<file path="src/hw/rtl/arcl_pkg.sv">
// Package for the LFU result cache: sizes, opcodes and cell control types.
// No dependencies.
package arcl_pkg;
  localparam int ENTRIES   = 64;
  localparam int KEY_BITS  = 32;
  localparam int USE_BITS  = 16;
  localparam int IDX_BITS  = $clog2(ENTRIES);
  localparam int NODE_BITS = 16;
  localparam int VAL_BITS  = 32;
  localparam int TOT_BITS  = 32;
  localparam int SLOT_BITS = 6;

  localparam logic [1:0] OP_LOOKUP   = 2'd0;
  localparam logic [1:0] OP_INSERT   = 2'd1;
  localparam logic [1:0] OP_INV_ALL  = 2'd2;
  localparam logic [1:0] OP_INV_NODE = 2'd3;

  typedef struct packed {
    logic                 bump;
    logic                 write;
    logic                 set_key;
    logic                 clr_all;
    logic                 clr_node;
    logic [KEY_BITS-1:0]  key;
    logic [NODE_BITS-1:0] node;
    logic [VAL_BITS-1:0]  value;
  } arcl_cmd_t;

  typedef struct packed {
    logic                 valid;
    logic                 match;
    logic [USE_BITS-1:0]  uses;
    logic [VAL_BITS-1:0]  value;
  } arcl_stat_t;
endpackage

</file>
<file path="src/hw/rtl/arcl_cell.sv">
// One cache entry: key, node, value, use count and valid bit.
// Depends on arcl_pkg.
module arcl_cell import arcl_pkg::*; (
  input  logic       clk,
  input  logic       rst_n,
  input  logic       sel,
  input  arcl_cmd_t  cmd,
  output arcl_stat_t stat
);
  logic                 valid_r;
  logic [KEY_BITS-1:0]  key_r;
  logic [NODE_BITS-1:0] node_r;
  logic [VAL_BITS-1:0]  value_r;
  logic [USE_BITS-1:0]  uses_r;

  always_ff @(posedge clk) begin
    if (!rst_n) begin
      valid_r <= 1'b0;
    end else if (cmd.clr_all) begin
      valid_r <= 1'b0;
    end else if (cmd.clr_node && valid_r && node_r == cmd.node) begin
      valid_r <= 1'b0;
    end else if (sel && cmd.write) begin
      valid_r <= 1'b1;
    end
  end

  always_ff @(posedge clk) begin
    if (sel && cmd.write) begin
      if (cmd.set_key) key_r <= cmd.key;
      node_r  <= cmd.node;
      value_r <= cmd.value;
      uses_r  <= '0;
    end else if (sel && cmd.bump && uses_r != {USE_BITS{1'b1}}) begin
      uses_r <= uses_r + 1'b1;
    end
  end

  assign stat.valid = valid_r;
  assign stat.match = valid_r && key_r == cmd.key;
  assign stat.uses  = uses_r;
  assign stat.value = value_r;
endmodule

</file>
<file path="config.mk">
export PLATFORM = sky130hd
export DESIGN_NAME = arcl_cell
export DESIGN_NICKNAME = d
export VERILOG_FILES = /design/src/hw/rtl/arcl_pkg.sv /design/src/hw/rtl/arcl_cell.sv
export SDC_FILE = /design/constraint.sdc
export NUM_CORES = 1
export LEC_CHECK = 0
export ABC_AREA = 1
export BUFFER_PORTS_ARGS = -buffer_cell sky130_fd_sc_hd__buf_2
export CAP_MARGIN = 20
export CORE_MARGIN = 5
export CORE_UTILIZATION = 50
export CTS_CLUSTER_DIAMETER = 60
export CTS_CLUSTER_SIZE = 25
export DETAILED_ROUTE_END_ITERATION = 7
export PLACE_DENSITY = 0.79
export SETUP_SLACK_MARGIN = 0.5
export SLEW_MARGIN = 25
export SYNTH_ARGS = -nofsm -noshare
export SYNTH_HDL_FRONTEND = slang
export SYNTH_SLANG_ARGS = --single-unit
</file>
<file path="constraint.sdc">
create_clock -name clk -period 2.85 [get_ports clk]
set_input_delay 0.57 -clock clk [delete_from_list [all_inputs] [get_ports clk]]
set_output_delay 0.57 -clock clk [all_outputs]
set_load 0.02 [all_outputs]
</file>
# --- Word-level counts from Yosys, hierarchy flattened ---
# Index checks and enable logic that the tools add are counted.
# W data, S select, Z words.
word_totals:
  output_inout_bits: 50
  ff_bits: 97
classes:
  add_sub_neg: 1
  n_bitwise: 1
  n_reduce_logical: 8
  n_eq_ne: 3
ops:
  columns: ["cell", "n"]
  rows:
  - ["$eq A32 B32 Y1", 1]
  - ["$add A16 B1 Y16 const B", 1]
  - ["$eq A16 B16 Y1", 1]
  - ["$ne A16 B16 Y1 const B", 1]
  - ["$logic_and A1 B1 Y1", 6]
  - ["$reduce_or A3 Y1", 1]
  - ["$reduce_and A2 Y1", 1]
  - ["$not A1 Y1", 1]

# --- Logic depth before layout (Yosys ltp) ---
# Gate-level depths: netlist (run 1).
depth:
  word_depth: 3
  mapped_depth: 9
  depth_no_buf: 9

# --- Worst setup path after synthesis (run 1) ---
# OpenSTA, ideal clock, no wires.
synth_path:
  path_kind: "input to register"
  from: "input sel"
  to: "register key_r[0] (enable)"
  cell_stages: 3
  slack_ns: 0.232
  path_buffers: 1
  arrival_time_ns: 2.196
  path_cell_list: "nand2_1 -> buf_6 -> nor2_1"
synth_between:
  elab_chain_len: 2
synth_lines:
  columns: ["element", "line_no", "source"]
  rows:
  - ["start, declared", "arcl_cell.sv:6", "input logic sel,"]
  - ["$logic_and A1 B1 Y1", "arcl_cell.sv:29", "if (sel && cmd.write) begin"]
  - ["$reduce_and A2 Y1 (no line)", null, null]
  - ["end signal, assigned", "arcl_cell.sv:30", "if (cmd.set_key) key_r <= cmd.key;"]
  - ["end, declared", "arcl_cell.sv:11", "logic [KEY_BITS-1:0] key_r;"]
# Every way passes these cells.
# A chain may end at the register's enable or synchronous reset.

==> results of run 1 <==
## kinds of logic (layout without fill, tap and decap cells)
logic type	Yosys count	after routing	synth area share, %
AOI/OAI and AO/OA	23	23	3.02
xor gates and xnor gates	14	14	2.84
adders and majority gates	1	1	0.290
buffers and inverters	79	231	7.31
DFF	97	97	63.6
and+or+nand+nor	233	233	22.9
## final cells by class
cell class                      instances  area, µm²
Fill cell                             687       2950
Sequential cell                        97       2740
Multi-Input combinational cell        271       1250
Timing Repair Buffer                  140        721
Inverter                               76        285
Tap cell                              105        131
Clock buffer                            9        124
Clock inverter                          6       90.1
## metrics by stage
stage | hold slack (ns) | setup slack (ns)
after detailed placement | 0.530 | 0.792
after global routing | 0.345 | 0.560
after global placement | 0.509 | 0.819
final | 0.386 | 0.739
after CTS | 0.364 | 0.688
after floorplan | 0.574 | 0.718
## per-layer routing
| metal | share of wire, % | wire, µm |
|---|---|---|
| met5 | 0 | 0 |
| met4 | 0.89 | 82 |
| met3 | 6.0 | 549 |
| met1 | 42 | 3810 |
| met2 | 52 | 4730 |
## critical path: stages, from the launching register on
cell and delay, ns:
edfxtp_1 0.40, nand2_1 0.08, o21ai_0 0.08, nor2_1 0.09
nand2_1 0.05, nor2_1 0.11, nand3_1 0.12, nor2_1 0.09
buf_2 0.17
## report_power, final
group          internal, mW  switching (mW)
Clock                 0.495           0.472
Combinational         0.119           0.181
Sequential             1.62          0.0308
Total                  2.23           0.684
## state kept, by name (all words and copies together), names as in the netlist
signal	cells
node_r	16
key_r	32
uses_r	16
valid_r	1
value_r	32
## how the worst max path moves through the flow
stage	startpoint	end	slack, ns	cells past startpoint
global placement	cmd[70]	stat[48]	0.82	9
global route	key_r[28]	stat[48]	0.56	8
detailed placement	cmd[67]	stat[48]	0.79	10
floorplan	sel	valid_r	0.72	6
CTS	key_r[19]	stat[48]	0.69	8
finish	key_r[19]	stat[48]	0.74	8
## cell usage in the layout, fill, tap and decap left out, drive strengths merged, types with 2 or more instances in the layout
cell | netlist | final
a21oi | 10 | 10
buf | 3 | 140
bufinv | 0 | 2
clkbuf | 0 | 9
dfxtp | 17 | 17
edfxtp | 80 | 80
inv | 76 | 78
nand2 | 133 | 133
nand3 | 21 | 21
nand4 | 2 | 2
nor2 | 69 | 69
nor3 | 5 | 5
o21ai | 11 | 11
xnor2 | 6 | 6
xor2 | 8 | 8
==> impl_metrics.env, run 1 <==
export IMPL_status="complete, no violations"
export IMPL_reg2reg_to="uses_r[1]"
export IMPL_antenna_cells=0
export IMPL_clockBufferDepth=2
export IMPL_synth_top_cell_area_share_pct=55.7
export IMPL_p_leak_nw=2.52
export IMPL_drc=0
export IMPL_hp_start="cmd[25]"
export IMPL_antenna_found_initial=0
export IMPL_synth_edf_count=80
export IMPL_cts_made_buffers=9
export IMPL_ys_ff_latch=97
export IMPL_fmax_mhz=474
export IMPL_setup_viol=0
export IMPL_ys_warn_count=0
export IMPL_wl_um=9170
export IMPL_cts_root_buf="clkbuf_8"
export IMPL_place_inst=689
export IMPL_skew_ns=0.00826
export IMPL_start_util_pct=51.9
export IMPL_design_area_um2=5350
export IMPL_grt_usage_pct=18.0
export IMPL_rsz0062_at_grt="false"
export IMPL_setup_tns_ns=0
export IMPL_ys_top_cells_by_count="nand2_1, edfxtp_1, inv_1"
export IMPL_max_slew_worst_pin_slew_ns=0.505
export IMPL_synth_ff_type="edfxtp_1"
export IMPL_cts_resized=0
export IMPL_grt_pass1_vias=3393
export IMPL_cp_start_kind="flip-flop"
export IMPL_die_w_um=103
export IMPL_grt_overflow_total=0
export IMPL_drtAntennaViolNets=0
export IMPL_drv_cap=0
export IMPL_stdcell_count=704
export IMPL_cp_data_arrival_time_ns=1.54
export IMPL_min_to="value_r[25]"
export IMPL_grt_busiest_layer="met2"
export IMPL_ctsHoldBuffers=0
export IMPL_timing_rr_start="uses_r[0]"
export IMPL_grt_max_degree=33
export IMPL_viasPerCell=4.73
export IMPL_slew_headroom_pct=66.3
export IMPL_io_buffers=137
export IMPL_dpl_cell_area_um2=5130
export IMPL_syn_avg_cell_area_um2=9.64
export IMPL_finalCritPeriodShare_pct=74.1
export IMPL_hold_class="primary input to flip-flop"
export IMPL_syn_nets=536
export IMPL_netlist_area_um2=4310
export IMPL_period_minus_slack_ns=2.11
export IMPL_critPathKind="flip-flop to output pin"
export IMPL_hpwl_um=7110
export IMPL_hold_path_depth=1
export IMPL_nNetsFinal=684
export IMPL_yosysMostFrequentCell="nand2_1"
export IMPL_vias=3330
export IMPL_io_pins=138
export IMPL_gr_usage_met1_pct=21.8
export IMPL_worstPathRequired_ns=2.28
export IMPL_critical_path_max_fanout=2
export IMPL_rows=33
export IMPL_cts_sinks=97
export IMPL_worstRegToRegCells=8
export IMPL_wl_per_cell_um=13.0
export IMPL_cts_tree="done"
export IMPL_grt_use_met2_pct=31.6
export IMPL_syn2layout_area_growth_pct=24.1
export IMPL_hold_viol=0
export IMPL_drive_above_1_share_pct=28.2
export IMPL_slew_viol_final=0
export IMPL_yosysUniqueCellTypes=27
export IMPL_first_iter_violations=73
export IMPL_end_kind="output pin"
export IMPL_first_pass_iters=4
export IMPL_synth_seq_area_share_pct=63.6
export IMPL_gp_congestion=0.827
export IMPL_yosys_top_cells_area="edfxtp_1, nand2_1, dfxtp_1"
export IMPL_ir_worst_vdd_uv=318
export IMPL_insertion_delay_ns=0.35
export IMPL_syn_inst=447
export IMPL_gr_usage_met3_pct=4.06
export IMPL_p_total_mw=2.91
export IMPL_htree_levels=3
export IMPL_power_density_nw_per_um2=545
export IMPL_utilization_pct=64.5
export IMPL_post_cts_buffers=0
export IMPL_clk_pin_slew_ns=0.10
export IMPL_r2r_slack_ns=1.29
export IMPL_die_area_um2=10600
export IMPL_core_area_um2=8300
export IMPL_grt_pass1_wl_um=15000
export IMPL_async_flop_share_pct=0
export IMPL_yosysTopAreaCell="edfxtp_1"
export IMPL_die_y_um=103
(Power assumes the default switching activity.)
==> inputs of run 2 (changes only) <==
Clock period 2.85 ns to 2.07 ns, I/O delays scaled along.
==> run 2 against run 1 <==
Sequential share of layout area down 0.39 points. Combinational power up 42%. Register-to-register slack worse by 0.64 ns. Clock power up 20%. Highest routed layer unchanged. Core utilization up 0.59 points. Sequential power up 38%. Non-clock buffer count up 2. Clock skew up 0.0048 ns. Count of clock-buffer cells in the layout unchanged. Cell count up 0.43%. Via count up 0.51%. Worst setup slack worse by 0.63 ns.
==> impl_metrics.env, run 2 (synthesized netlist as in run 1, its figures left out) <==
export IMPL_cp_start_kind="flip-flop"
export IMPL_path_buf_inv=1
export IMPL_nNetsFinal=686
export IMPL_p_int_mw=2.85
export IMPL_cpPeakStageDelay_ns=0.40
export IMPL_switching_power_mw=1.00
export IMPL_antenna_cells=0
export IMPL_io_buffers=137
export IMPL_hold_worst_slack_ns=0.221
export IMPL_status="complete, no violations"
export IMPL_cts_root_buf="clkbuf_8"
export IMPL_die_area_um2=10600
export IMPL_grt_overflow_total=0
export IMPL_clockBufferDepth=2
export IMPL_io_pins=138
export IMPL_first_pass_iters=4
export IMPL_die_w_um=103
export IMPL_pwr_share_clk_pct=30.1
export IMPL_fmax_mhz=511
export IMPL_endpoint="stat[48]"
export IMPL_wl_um=9410
export IMPL_first_iter_violations=91
export IMPL_pwr_share_comb_pct=11.1
export IMPL_final_cell_mix="buf_2, nand2_1, edfxtp_1"
export IMPL_cts_made_buffers=9
export IMPL_gp_congestion=0.840
export IMPL_hpwl_um=7310
export IMPL_seq_power_share_pct=58.8
export IMPL_final_common_cell="buf_2"
export IMPL_drv_cap=0
export IMPL_worstPathRequired_ns=1.66
export IMPL_vias=3347
export IMPL_p_leak_nw=2.52
export IMPL_ir_worst_vdd_uv=441
export IMPL_reg2reg_to="uses_r[14]"
export IMPL_slew_viol_final=0
export IMPL_grt_max_degree=30
export IMPL_grt_pass1_vias=3357
export IMPL_skew_ns=0.0131
export IMPL_reg_top3="key_r (32), value_r (32)"
export IMPL_hold_viol=0
export IMPL_insertion_delay_ns=0.36
export IMPL_power_density_nw_per_um2=715
export IMPL_critical_path_max_fanout=2
export IMPL_ctsHoldBuffers=0
export IMPL_rows=33
export IMPL_cp_cell_sequence="nand2_1 -> o21ai_1 -> nor2_1 -> nand2_1 -> nor2_2 -> nand3_2 -> nor2_1 -> buf_4"
export IMPL_worstRegToRegCells=8
export IMPL_antenna_found_initial=0
export IMPL_cts_tree="done"
export IMPL_cp_data_arrival_time_ns=1.54
export IMPL_path_depth=8
export IMPL_die_y_um=103
export IMPL_clk_pin_slew_ns=0.11
export IMPL_rsz0062_at_grt="true"
export IMPL_viasPerCell=4.73
export IMPL_syn2layout_area_growth_pct=25.2
export IMPL_drive_above_1_share_pct=29.9
export IMPL_p_sw_share_pct=26.0
export IMPL_setup_viol=0
export IMPL_period_minus_slack_ns=1.96
export IMPL_cts_sinks=97
export IMPL_end_kind="output pin"
export IMPL_htree_levels=3
export IMPL_start_util_pct=51.9
export IMPL_drc=0
export IMPL_hold_class="primary input to flip-flop"
export IMPL_slew_headroom_pct=79.0
export IMPL_core_area_um2=8300
export IMPL_drtAntennaViolNets=0
export IMPL_path_delay_family="simple AND/OR/NAND/NOR gates"
export IMPL_critPathLaunch="key_r[19]"
export IMPL_grt_usage_pct=18.2
export IMPL_timing_rr_start="uses_r[1]"
export IMPL_critPathKind="flip-flop to output pin"
export IMPL_finalCritPeriodShare_pct=94.6
export IMPL_grt_pass1_wl_um=15100
export IMPL_utilization_pct=65.0
export IMPL_r2r_slack_ns=0.65
export IMPL_slowest_stage="edfxtp_1"
export IMPL_wl_per_cell_um=13.3
export IMPL_max_slew_worst_pin_slew_ns=0.314
==> run 2: cell types whose count changed in the layout (fill, tap and decap cells not counted), sizes merged <==
cell | before | now
bufinv | 2 | 0
clkinvlp | 1 | 2
buf | 140 | 142
clkinv | 1 | 3
==> run 2: final cells by class <==
type	count	area, µm²
Inverter	76	289
Multi-Input combinational cell	271	1290
Sequential cell	97	2750
Clock buffer	9	124
Fill cell	713	2900
Timing Repair Buffer	142	751
Tap cell	105	131
Clock inverter	7	62.6
==> run 2: power by group through the flow <==
stage | logic (mW) | clock network (mW) | registers, mW
CTS | 0.430 | 1.19 | 2.27
detailed placement | 0.427 | 0 | 2.31
global placement | 0.410 | 0 | 2.31
finish | 0.428 | 1.16 | 2.27
global route | 0.479 | 1.28 | 2.28
floorplan | 0.163 | 0 | 2.37
==> run 2: per-stage QoR <==
stage | instances | instance area (µm²) | TNS (ns) | setup WS (ns) | power (mW)
final | 707 | 5400 | 0 | 0.112 | 3.86
after global routing | 707 | 5400 | -0.00382 | -0.00382 | 4.04
after CTS | 707 | 5380 | 0 | 0.0821 | 3.89
after detailed placement | 690 | 5180 | 0 | 0.297 | 2.74
after global placement | 690 | 5180 | 0 | 0.333 | 2.72
after floorplan | 447 | 4340 | 0 | 0.462 | 2.54
==> run 2: worst min path at each step <==
stage,start,end,slack (ns),depth (start not counted)
finish,cmd[6],value_r[6],0.22,1
global route,cmd[8],value_r[8],0.19,1
CTS,cmd[6],value_r[6],0.20,1
detailed placement,uses_r[5],uses_r[5],0.53,2
global placement,uses_r[9],uses_r[9],0.51,2
floorplan,cmd[48],key_r[0],0.51,0
==> run 2: layer usage <==
layer  wire length (µm)  track usage (%)  up-vias  share of wire [%]
li1                   -                -     1716                  -
met1               3810             22.1     1528                 41
met2               4920             32.6       95                 52
met3                581             3.52        8                6.2
met4                 96             5.98        0                1.0
met5                  0                0        -                  0
==> run 2: what timing repair did <==
item / CTS / global route
buffers inserted: 1 / 0
pin swaps: 2 / 8
hold endpoints to repair: 0 / 0
resized for setup: 2 / 10
setup endpoints to repair: 1 / 13
